File: src/rtl/rthc_pkg.sv
// Shared types and constants for the RGB to HSV converter.
// No dependencies; the other .sv files refer to it by scoped names.
package rthc_pkg;

  localparam int unsigned CH_W          = 8;
  localparam int unsigned SAT_W         = 8;
  localparam int unsigned HUE_W         = 11;
  localparam int unsigned SNUM_W        = 2 * CH_W;
  localparam int unsigned HUE_UNITS_DEF = 256;

  // sextant base of the hue: red 0, green 2, blue 4
  typedef enum logic [1:0] {
    SEXT_RED,
    SEXT_GREEN,
    SEXT_BLUE
  } sext_e;

  typedef struct packed {
    logic [CH_W-1:0] red;
    logic [CH_W-1:0] green;
    logic [CH_W-1:0] blue;
  } pix_in_t;

  typedef struct packed {
    logic [HUE_W-1:0] hue;
    logic [SAT_W-1:0] saturation;
    logic [CH_W-1:0]  brightness;
    logic             hue_undefined;
  } hsv_out_t;

  // per-pixel values carried alongside the dividers
  typedef struct packed {
    logic [CH_W-1:0] mx;
    logic [CH_W-1:0] delta;
    logic            neg;
    sext_e           sext;
    logic            undef;
  } side_t;

endpackage

File: src/rtl/rgb_to_hsv_converter_top.sv
// RGB to HSV converter, top level.
// Uses rthc_pkg, rthc_front, rthc_div and rthc_back.
//
// One pixel word in (red, green, blue), one HSV word out (hue, saturation,
// brightness, hue_undefined). Both channels use valid/stall: a word moves on
// a clock edge where valid is high and stall is low.
// Hue runs 0 .. 6*HueUnits-1 (masked to 11 bits), HueUnits per 60 degrees.
// The pipeline has two front stages, one stage per quotient bit of the
// longer divider, and the output register; with the default of 256 units
// the hue divider is the longer one. Throughput is one pixel per clock
// while the output is not stalled; each divider step is one 9-bit compare
// and subtract per stage.
// A stall on the output holds the output register; upstream stages keep
// taking words until the pipeline is full, so in_stall_o rises only when
// no stage has room. Nothing is dropped or repeated.
// Reset clears all valid bits at once; the block is ready for words as
// soon as reset is released.
module rgb_to_hsv_converter_top #(
  parameter int unsigned HueUnits = rthc_pkg::HUE_UNITS_DEF
) (
  input  logic               clk_i,
  input  logic               rst_ni,
  input  logic               in_valid_i,
  output logic               in_stall_o,
  input  rthc_pkg::pix_in_t  in_word_i,
  output logic               out_valid_o,
  input  logic               out_stall_i,
  output rthc_pkg::hsv_out_t out_word_o
);

  localparam int unsigned QuoW = $clog2(HueUnits + 1);
  localparam int unsigned NumW = rthc_pkg::CH_W + QuoW;

  logic                        front_ready;
  logic                        fd_valid, fd_ready;
  rthc_pkg::side_t             fd_side;
  logic [NumW-1:0]             fd_hnum;
  logic [rthc_pkg::SNUM_W-1:0] fd_snum;

  logic                        db_valid, db_ready;
  rthc_pkg::side_t             db_side;
  logic [QuoW-1:0]             db_hquo;
  logic [rthc_pkg::CH_W-1:0]   db_hrem;
  logic [rthc_pkg::SAT_W-1:0]  db_squo;

  assign in_stall_o = !front_ready;

  rthc_front #(
    .HueUnits (HueUnits),
    .NumW     (NumW)
  ) u_front (
    .clk_i       (clk_i),
    .rst_ni      (rst_ni),
    .in_valid_i  (in_valid_i),
    .in_ready_o  (front_ready),
    .in_word_i   (in_word_i),
    .out_valid_o (fd_valid),
    .out_ready_i (fd_ready),
    .out_side_o  (fd_side),
    .out_hnum_o  (fd_hnum),
    .out_snum_o  (fd_snum)
  );

  rthc_div #(
    .QuoW (QuoW),
    .NumW (NumW)
  ) u_div (
    .clk_i       (clk_i),
    .rst_ni      (rst_ni),
    .in_valid_i  (fd_valid),
    .in_ready_o  (fd_ready),
    .in_side_i   (fd_side),
    .in_hnum_i   (fd_hnum),
    .in_snum_i   (fd_snum),
    .out_valid_o (db_valid),
    .out_ready_i (db_ready),
    .out_side_o  (db_side),
    .out_hquo_o  (db_hquo),
    .out_hrem_o  (db_hrem),
    .out_squo_o  (db_squo)
  );

  rthc_back #(
    .HueUnits (HueUnits),
    .QuoW     (QuoW)
  ) u_back (
    .clk_i       (clk_i),
    .rst_ni      (rst_ni),
    .in_valid_i  (db_valid),
    .in_ready_o  (db_ready),
    .in_side_i   (db_side),
    .in_hquo_i   (db_hquo),
    .in_hrem_i   (db_hrem),
    .in_squo_i   (db_squo),
    .out_valid_o (out_valid_o),
    .out_stall_i (out_stall_i),
    .out_word_o  (out_word_o)
  );

endmodule

File: src/rtl/rthc_front.sv
// Front stages: max/min/difference selection, then numerator scaling.
// Uses rthc_pkg.
module rthc_front #(
  parameter int unsigned HueUnits = rthc_pkg::HUE_UNITS_DEF,
  parameter int unsigned NumW     = rthc_pkg::CH_W + $clog2(HueUnits + 1)
) (
  input  logic                        clk_i,
  input  logic                        rst_ni,
  input  logic                        in_valid_i,
  output logic                        in_ready_o,
  input  rthc_pkg::pix_in_t           in_word_i,
  output logic                        out_valid_o,
  input  logic                        out_ready_i,
  output rthc_pkg::side_t             out_side_o,
  output logic [NumW-1:0]             out_hnum_o,
  output logic [rthc_pkg::SNUM_W-1:0] out_snum_o
);

  localparam int unsigned ChW   = rthc_pkg::CH_W;
  localparam int unsigned SnumW = rthc_pkg::SNUM_W;

  logic [ChW-1:0]  r, g, b, mx, mn, mag;
  logic [ChW:0]    diff, ndiff;
  rthc_pkg::sext_e sext;
  rthc_pkg::side_t side;

  logic            a_valid_q, b_valid_q;
  logic            a_ready, b_ready;
  rthc_pkg::side_t a_side_q, b_side_q;
  logic [ChW-1:0]  a_mag_q;
  logic [NumW-1:0] b_hnum_q;
  logic [SnumW-1:0] b_snum_q;

  // tie order follows the sextant tests; ties give the same hue anyway
  always_comb begin
    r = in_word_i.red;
    g = in_word_i.green;
    b = in_word_i.blue;
    if (r > g) begin
      if (g > b) begin
        mn = b; mx = r; diff = {1'b0, g} - {1'b0, b}; sext = rthc_pkg::SEXT_RED;
      end else if (r > b) begin
        mn = g; mx = r; diff = {1'b0, g} - {1'b0, b}; sext = rthc_pkg::SEXT_RED;
      end else begin
        mn = g; mx = b; diff = {1'b0, r} - {1'b0, g}; sext = rthc_pkg::SEXT_BLUE;
      end
    end else begin
      if (b > g) begin
        mn = r; mx = b; diff = {1'b0, r} - {1'b0, g}; sext = rthc_pkg::SEXT_BLUE;
      end else if (b > r) begin
        mn = r; mx = g; diff = {1'b0, b} - {1'b0, r}; sext = rthc_pkg::SEXT_GREEN;
      end else begin
        mn = b; mx = g; diff = {1'b0, b} - {1'b0, r}; sext = rthc_pkg::SEXT_GREEN;
      end
    end
    ndiff      = -diff;
    mag        = diff[ChW] ? ndiff[ChW-1:0] : diff[ChW-1:0];
    side.mx    = mx;
    side.delta = mx - mn;
    side.neg   = diff[ChW];
    side.sext  = sext;
    // max of zero implies delta of zero
    side.undef = (side.delta == '0);
  end

  assign b_ready    = !b_valid_q || out_ready_i;
  assign a_ready    = !a_valid_q || b_ready;
  assign in_ready_o = a_ready;

  always_ff @(posedge clk_i or negedge rst_ni) begin
    if (!rst_ni) begin
      a_valid_q <= 1'b0;
      b_valid_q <= 1'b0;
    end else begin
      if (a_ready) a_valid_q <= in_valid_i;
      if (b_ready) b_valid_q <= a_valid_q;
    end
  end

  always_ff @(posedge clk_i) begin
    if (a_ready) begin
      a_side_q <= side;
      a_mag_q  <= mag;
    end
    if (b_ready) begin
      b_side_q <= a_side_q;
      b_hnum_q <= NumW'(a_mag_q) * NumW'(HueUnits);
      // delta * 255
      b_snum_q <= {a_side_q.delta, {ChW{1'b0}}} - SnumW'(a_side_q.delta);
    end
  end

  assign out_valid_o = b_valid_q;
  assign out_side_o  = b_side_q;
  assign out_hnum_o  = b_hnum_q;
  assign out_snum_o  = b_snum_q;

endmodule

File: src/rtl/rthc_div.sv
// Pipelined restoring dividers, one quotient bit per stage, for hue and saturation.
// Uses rthc_pkg.
module rthc_div #(
  parameter int unsigned QuoW = 9,
  parameter int unsigned NumW = rthc_pkg::CH_W + QuoW
) (
  input  logic                        clk_i,
  input  logic                        rst_ni,
  input  logic                        in_valid_i,
  output logic                        in_ready_o,
  input  rthc_pkg::side_t             in_side_i,
  input  logic [NumW-1:0]             in_hnum_i,
  input  logic [rthc_pkg::SNUM_W-1:0] in_snum_i,
  output logic                        out_valid_o,
  input  logic                        out_ready_i,
  output rthc_pkg::side_t             out_side_o,
  output logic [QuoW-1:0]             out_hquo_o,
  output logic [rthc_pkg::CH_W-1:0]   out_hrem_o,
  output logic [rthc_pkg::SAT_W-1:0]  out_squo_o
);

  localparam int unsigned ChW       = rthc_pkg::CH_W;
  localparam int unsigned SatW      = rthc_pkg::SAT_W;
  localparam int unsigned SnumW     = rthc_pkg::SNUM_W;
  localparam int unsigned NumStages = (QuoW > SatW) ? QuoW : SatW;

  // hq/sq start as the low numerator bits and fill with quotient bits
  typedef struct packed {
    rthc_pkg::side_t side;
    logic [ChW-1:0]  hrem;
    logic [QuoW-1:0] hq;
    logic [ChW-1:0]  srem;
    logic [SatW-1:0] sq;
  } dstage_t;

  // returns {quotient bit, new remainder}
  function automatic logic [ChW:0] div_step(input logic [ChW-1:0] rem,
                                            input logic           nbit,
                                            input logic [ChW-1:0] den);
    logic [ChW:0] trial;
    logic [ChW:0] diff;
    trial = {rem, nbit};
    diff  = trial - {1'b0, den};
    if (trial >= {1'b0, den}) begin
      return {1'b1, diff[ChW-1:0]};
    end else begin
      return {1'b0, trial[ChW-1:0]};
    end
  endfunction

  dstage_t                st_q [NumStages];
  logic [NumStages-1:0]   valid_q;
  logic [NumStages:0]     ready;
  dstage_t                entry;

  assign entry.side = in_side_i;
  assign entry.hrem = in_hnum_i[NumW-1:QuoW];
  assign entry.hq   = in_hnum_i[QuoW-1:0];
  assign entry.srem = in_snum_i[SnumW-1:SatW];
  assign entry.sq   = in_snum_i[SatW-1:0];

  assign ready[NumStages] = out_ready_i;
  assign in_ready_o       = ready[0];

  for (genvar k = 0; k < NumStages; k++) begin : g_stage
    dstage_t src;
    dstage_t nxt;
    logic    prev_valid;

    if (k == 0) begin : g_first
      assign src        = entry;
      assign prev_valid = in_valid_i;
    end else begin : g_next
      assign src        = st_q[k-1];
      assign prev_valid = valid_q[k-1];
    end

    assign nxt.side = src.side;

    if (k < QuoW) begin : g_hstep
      logic [ChW:0] hs;
      assign hs       = div_step(src.hrem, src.hq[QuoW-1], src.side.delta);
      assign nxt.hrem = hs[ChW-1:0];
      assign nxt.hq   = {src.hq[QuoW-2:0], hs[ChW]};
    end else begin : g_hpass
      assign nxt.hrem = src.hrem;
      assign nxt.hq   = src.hq;
    end

    if (k < SatW) begin : g_sstep
      logic [ChW:0] ss;
      assign ss       = div_step(src.srem, src.sq[SatW-1], src.side.mx);
      assign nxt.srem = ss[ChW-1:0];
      assign nxt.sq   = {src.sq[SatW-2:0], ss[ChW]};
    end else begin : g_spass
      assign nxt.srem = src.srem;
      assign nxt.sq   = src.sq;
    end

    assign ready[k] = !valid_q[k] || ready[k+1];

    always_ff @(posedge clk_i or negedge rst_ni) begin
      if (!rst_ni) begin
        valid_q[k] <= 1'b0;
      end else if (ready[k]) begin
        valid_q[k] <= prev_valid;
      end
    end

    always_ff @(posedge clk_i) begin
      if (ready[k]) st_q[k] <= nxt;
    end
  end

  assign out_valid_o = valid_q[NumStages-1];
  assign out_side_o  = st_q[NumStages-1].side;
  assign out_hquo_o  = st_q[NumStages-1].hq;
  assign out_hrem_o  = st_q[NumStages-1].hrem;
  assign out_squo_o  = st_q[NumStages-1].sq;

endmodule

File: src/rtl/rthc_back.sv
// Final stage: floor correction, sextant base, wrap, and the output register.
// Uses rthc_pkg.
module rthc_back #(
  parameter int unsigned HueUnits = rthc_pkg::HUE_UNITS_DEF,
  parameter int unsigned QuoW     = $clog2(HueUnits + 1)
) (
  input  logic                       clk_i,
  input  logic                       rst_ni,
  input  logic                       in_valid_i,
  output logic                       in_ready_o,
  input  rthc_pkg::side_t            in_side_i,
  input  logic [QuoW-1:0]            in_hquo_i,
  input  logic [rthc_pkg::CH_W-1:0]  in_hrem_i,
  input  logic [rthc_pkg::SAT_W-1:0] in_squo_i,
  output logic                       out_valid_o,
  input  logic                       out_stall_i,
  output rthc_pkg::hsv_out_t         out_word_o
);

  localparam int unsigned SumW = QuoW + 4;
  localparam int unsigned HueW = rthc_pkg::HUE_W;

  logic signed [SumW-1:0] mag_up, frac, base, sum, wrapped;
  rthc_pkg::hsv_out_t     word;
  logic                   out_valid_q;
  rthc_pkg::hsv_out_t     out_word_q;

  always_comb begin
    // floor of a negative quotient rounds away from zero when inexact
    mag_up = SumW'(in_hquo_i) + SumW'(in_side_i.neg && (in_hrem_i != '0));
    frac   = in_side_i.neg ? -mag_up : mag_up;
    case (in_side_i.sext)
      rthc_pkg::SEXT_RED:   base = '0;
      rthc_pkg::SEXT_GREEN: base = SumW'(2 * HueUnits);
      rthc_pkg::SEXT_BLUE:  base = SumW'(4 * HueUnits);
      default:              base = '0;
    endcase
    sum     = base + frac;
    wrapped = sum[SumW-1] ? sum + SumW'(6 * HueUnits) : sum;

    word.hue           = in_side_i.undef ? '0 : HueW'($unsigned(wrapped));
    word.saturation    = in_side_i.undef ? '0 : in_squo_i;
    word.brightness    = in_side_i.mx;
    word.hue_undefined = in_side_i.undef;
  end

  assign in_ready_o = !out_valid_q || !out_stall_i;

  always_ff @(posedge clk_i or negedge rst_ni) begin
    if (!rst_ni) begin
      out_valid_q <= 1'b0;
    end else if (in_ready_o) begin
      out_valid_q <= in_valid_i;
    end
  end

  always_ff @(posedge clk_i) begin
    if (in_ready_o) out_word_q <= word;
  end

  assign out_valid_o = out_valid_q;
  assign out_word_o  = out_word_q;

endmodule

File: config.mk
export PLATFORM = sky130hd
export DESIGN_NAME = rgb_to_hsv_converter_top
export DESIGN_NICKNAME = d
export VERILOG_FILES = /design/src/rtl/rthc_pkg.sv /design/src/rtl/rgb_to_hsv_converter_top.sv /design/src/rtl/rthc_front.sv /design/src/rtl/rthc_div.sv /design/src/rtl/rthc_back.sv
export SDC_FILE = /design/constraint.sdc
export NUM_CORES = 1
export LEC_CHECK = 0
export BUFFER_PORTS_ARGS = -buffer_cell sky130_fd_sc_hd__buf_2
export CORE_MARGIN = 2
export CORE_UTILIZATION = 35
export DETAILED_ROUTE_END_ITERATION = 16
export HOLD_SLACK_MARGIN = 0.02
export SYNTH_ARGS = -nofsm -noshare
export SYNTH_HDL_FRONTEND = slang
export SYNTH_HIERARCHICAL = 1
export SYNTH_SLANG_ARGS = --single-unit
File: constraint.sdc
create_clock -name clk_i -period 47.9 [get_ports clk_i]
set_input_delay 14.37 -clock clk_i [delete_from_list [all_inputs] [get_ports clk_i]]
set_output_delay 14.37 -clock clk_i [all_outputs]
set_load 0.05 [all_outputs]
==> impl_metrics.ini <==
[final_layout]
antenna_cells = 0
nNetsFinal = 2423
syn2layout_area_growth_pct = 11.6
design_area_mm2 = 0.0319
drive_above_1_share_pct = 12.0
instances_no_fill = 3309
fillCellCount = 7415

[critical_path]
cp-startpoint = out_stall_i
start_kind = primary input
slowest_stage = buf_4
path_common_cell = buf_4
end_kind = output pin
cpPeakStageDelay_ns = 0.56
crit_required_ns = 33.53
path_delay_family = buffers and inverters
crit_type = primary input to output pin
rrSetupSlack_ns = 43.09
cp.buffers_inverters = 7
arrival_ns = 17.63
r2r_start = u_div/st_q[0][460]$_DFFE_PP_
crit_path_cell_trace = buf_2, nand2_1, buf_4, nand4b_1, buf_4, nor2_1, and2_1, nand4_1, buf_4, nand3b_1, buf_4, inv_1, buf_2
path_max_fanout = 56

[yosys]
synthCells = 2109
yosysWarnings = 6
syn_area_mm2 = 0.0286
syn_area_per_cell_um2 = 13.6

[floorplanning]
core_area_mm2 = 0.0807
die_x_um = 290
initial_core_util_pct = 35.5
io_pins = 58
rows = 104
dieArea_mm2 = 0.0841
fp.dieH_um = 290

[placement]
pre_cts_ws_ns = 15.82
place_congestion = 0.838
io_buffers = 57
dp_hpwl_um = 36000
place_inst = 3199
placed_area_mm2 = 0.0300

[sta]
layout_min_cycle_time_ns = 32.00
max_freq_mhz = 31.3
hold_viol_final = 0
timing.final.crit_share_pct = 66.8
finClkSkew_ns = 0.0175
tns_ns = 0
slew-limit-headroom_pct = 29.0
setup_violations = 0
setup_ws_ns = 15.90
tightest_slew_ns = 1.06
maxSlewViolCount = 0
grt_setup_unrepaired = no

[global_route]
antenna_found_initial = 1
grt_first_pass_wirelength_um = 81900
grt_max_degree = 57
grt_remaining_overflow = 0
grt_usage_pct = 11.5
grt_pass1_vias = 16738

[job]
maxCapViolCount = 0

[cts]
clock_path_buffers = 3
cts_buffers = 60
cts_tree = built
cts.reportedPaths.clkPinSlew_ns = 0.06
htreeDepth = 2
hold_buffers = 0
cts_root_buf = clkbuf_16
cts_setup_buffers = 0
clk_latency_ns = 0.62
ctsResizeCount = 0
clock_sinks = 564

[power_and_ir_drop]
power_leakage_nw = 12.9
power.density_mw_per_mm2 = 80.3
ir_worst_vdd_mv = 0.0340

[hold_path]
hp-start = u_div/st_q[0][162]$_DFFE_PP_
min_path_type = register to register

[route]
drt_first_pass_iters = 6
routed-via-count = 16402
drcViolationCount = 0
wl_um = 48500
viasPerCell = 4.96
drtAntennaViolNets = 0
wl_per_cell_um = 14.7
drt_iter0_markers = 972

[outcome]
status = finished clean
-- worst register-to-register path, stage by stage, from the launching register on --
cell      delay, ns
edfxtp_1       0.70
a21boi_0       0.27
ha_1           0.22
ha_1           0.37
nand2_1        0.12
o21ai_0        0.37
a31oi_1        0.26
or4_1          0.55
a21oi_1        0.19
a211o_1        0.13
ha_1           0.17
a21oi_1        0.11
nor3b_1        0.17
o21ai_0        0.11
or4_4          0.46
a21o_1         0.21
a21o_1         0.16
-- sequential cells by signal (all words and copies together), names as in the netlist --
register                  flops
u_div/st_q                  453
u_back/out_word_o            28
u_front/a_side_q             20
u_front/out_side_o           20
u_front/out_snum_o           15
u_div/g_stage.prev_valid      8
u_front/a_mag_q               8
u_front/out_hnum_o            8
u_back/out_valid_o            1
u_div/out_valid_o             1
u_front/a_valid_q             1
u_front/out_valid_o           1
-- final cells by class --
class                   instances  area, um^2  share of cell area, %
multi-input cells            1269       10500                   33.0
well taps                    1060        1330                   4.15
inverters                     239         897                   2.81
flip-flops and latches        564       16900                   52.8
clock buffers                  71        1570                   4.93
repair buffers                 67         360                   1.13
clock inverters                39         365                   1.14
-- report_power, final --
| part | internal (W) | switching, W |
|---|---|---|
| Combinational | 0.000565 | 0.000600 |
| Clock | 0.000258 | 0.000189 |
| Sequential | 0.000854 | 0.0000980 |
-- placed cells by master (no fill, tap or decap), types with 49 or more instances in the layout --
cell type and count:
clkbuf_16 61, a21o_1 49, mux2_4 72, buf_2 57
o21ai_0 59, xnor2_1 72, nand2b_1 53, edfxtp_1 552
ha_1 174, inv_1 236, a21oi_1 79, nor2_1 83
-- worst paths after layout --
| check | to | cells past startpoint |
|---|---|---|
| min in group asynchronous | u_div/g_stage[8].prev_valid$_DFFE_PN0P_ | 1 |
| min reg2reg | u_div/st_q[0][216]$_DFFE_PP_ | 0 |
| min | u_div/st_q[0][216]$_DFFE_PP_ | 0 |
| max reg2reg | u_back/out_word_o[27]$_SDFFCE_PP0P_ | 16 |
| max in group asynchronous | u_div/g_stage[2].prev_valid$_DFFE_PN0P_ | 1 |
| max | in_stall_o | 13 |
-- per-layer routing --
layer | wire (um) | vias to the layer above | GRT usage (%)
li1 | - | 8124 | -
met1 | 21000 | 7907 | 13.8
met2 | 24200 | 268 | 20.7
met3 | 1800 | 101 | 1.97
met4 | 1450 | 2 | 4.24
met5 | 13 | - | 0
-- stage by stage --
step	power (W)	util [%]	hold WS [ns]
after global placement	0.00207	37.2	0.401
after detailed placement	0.00212	37.2	0.405
after floorplan	0.00190	-	0.400
after CTS	0.00258	39.6	0.409
final	0.00256	39.6	0.406
after global routing	0.00276	39.6	0.423
(Power assumes the default switching activity.)
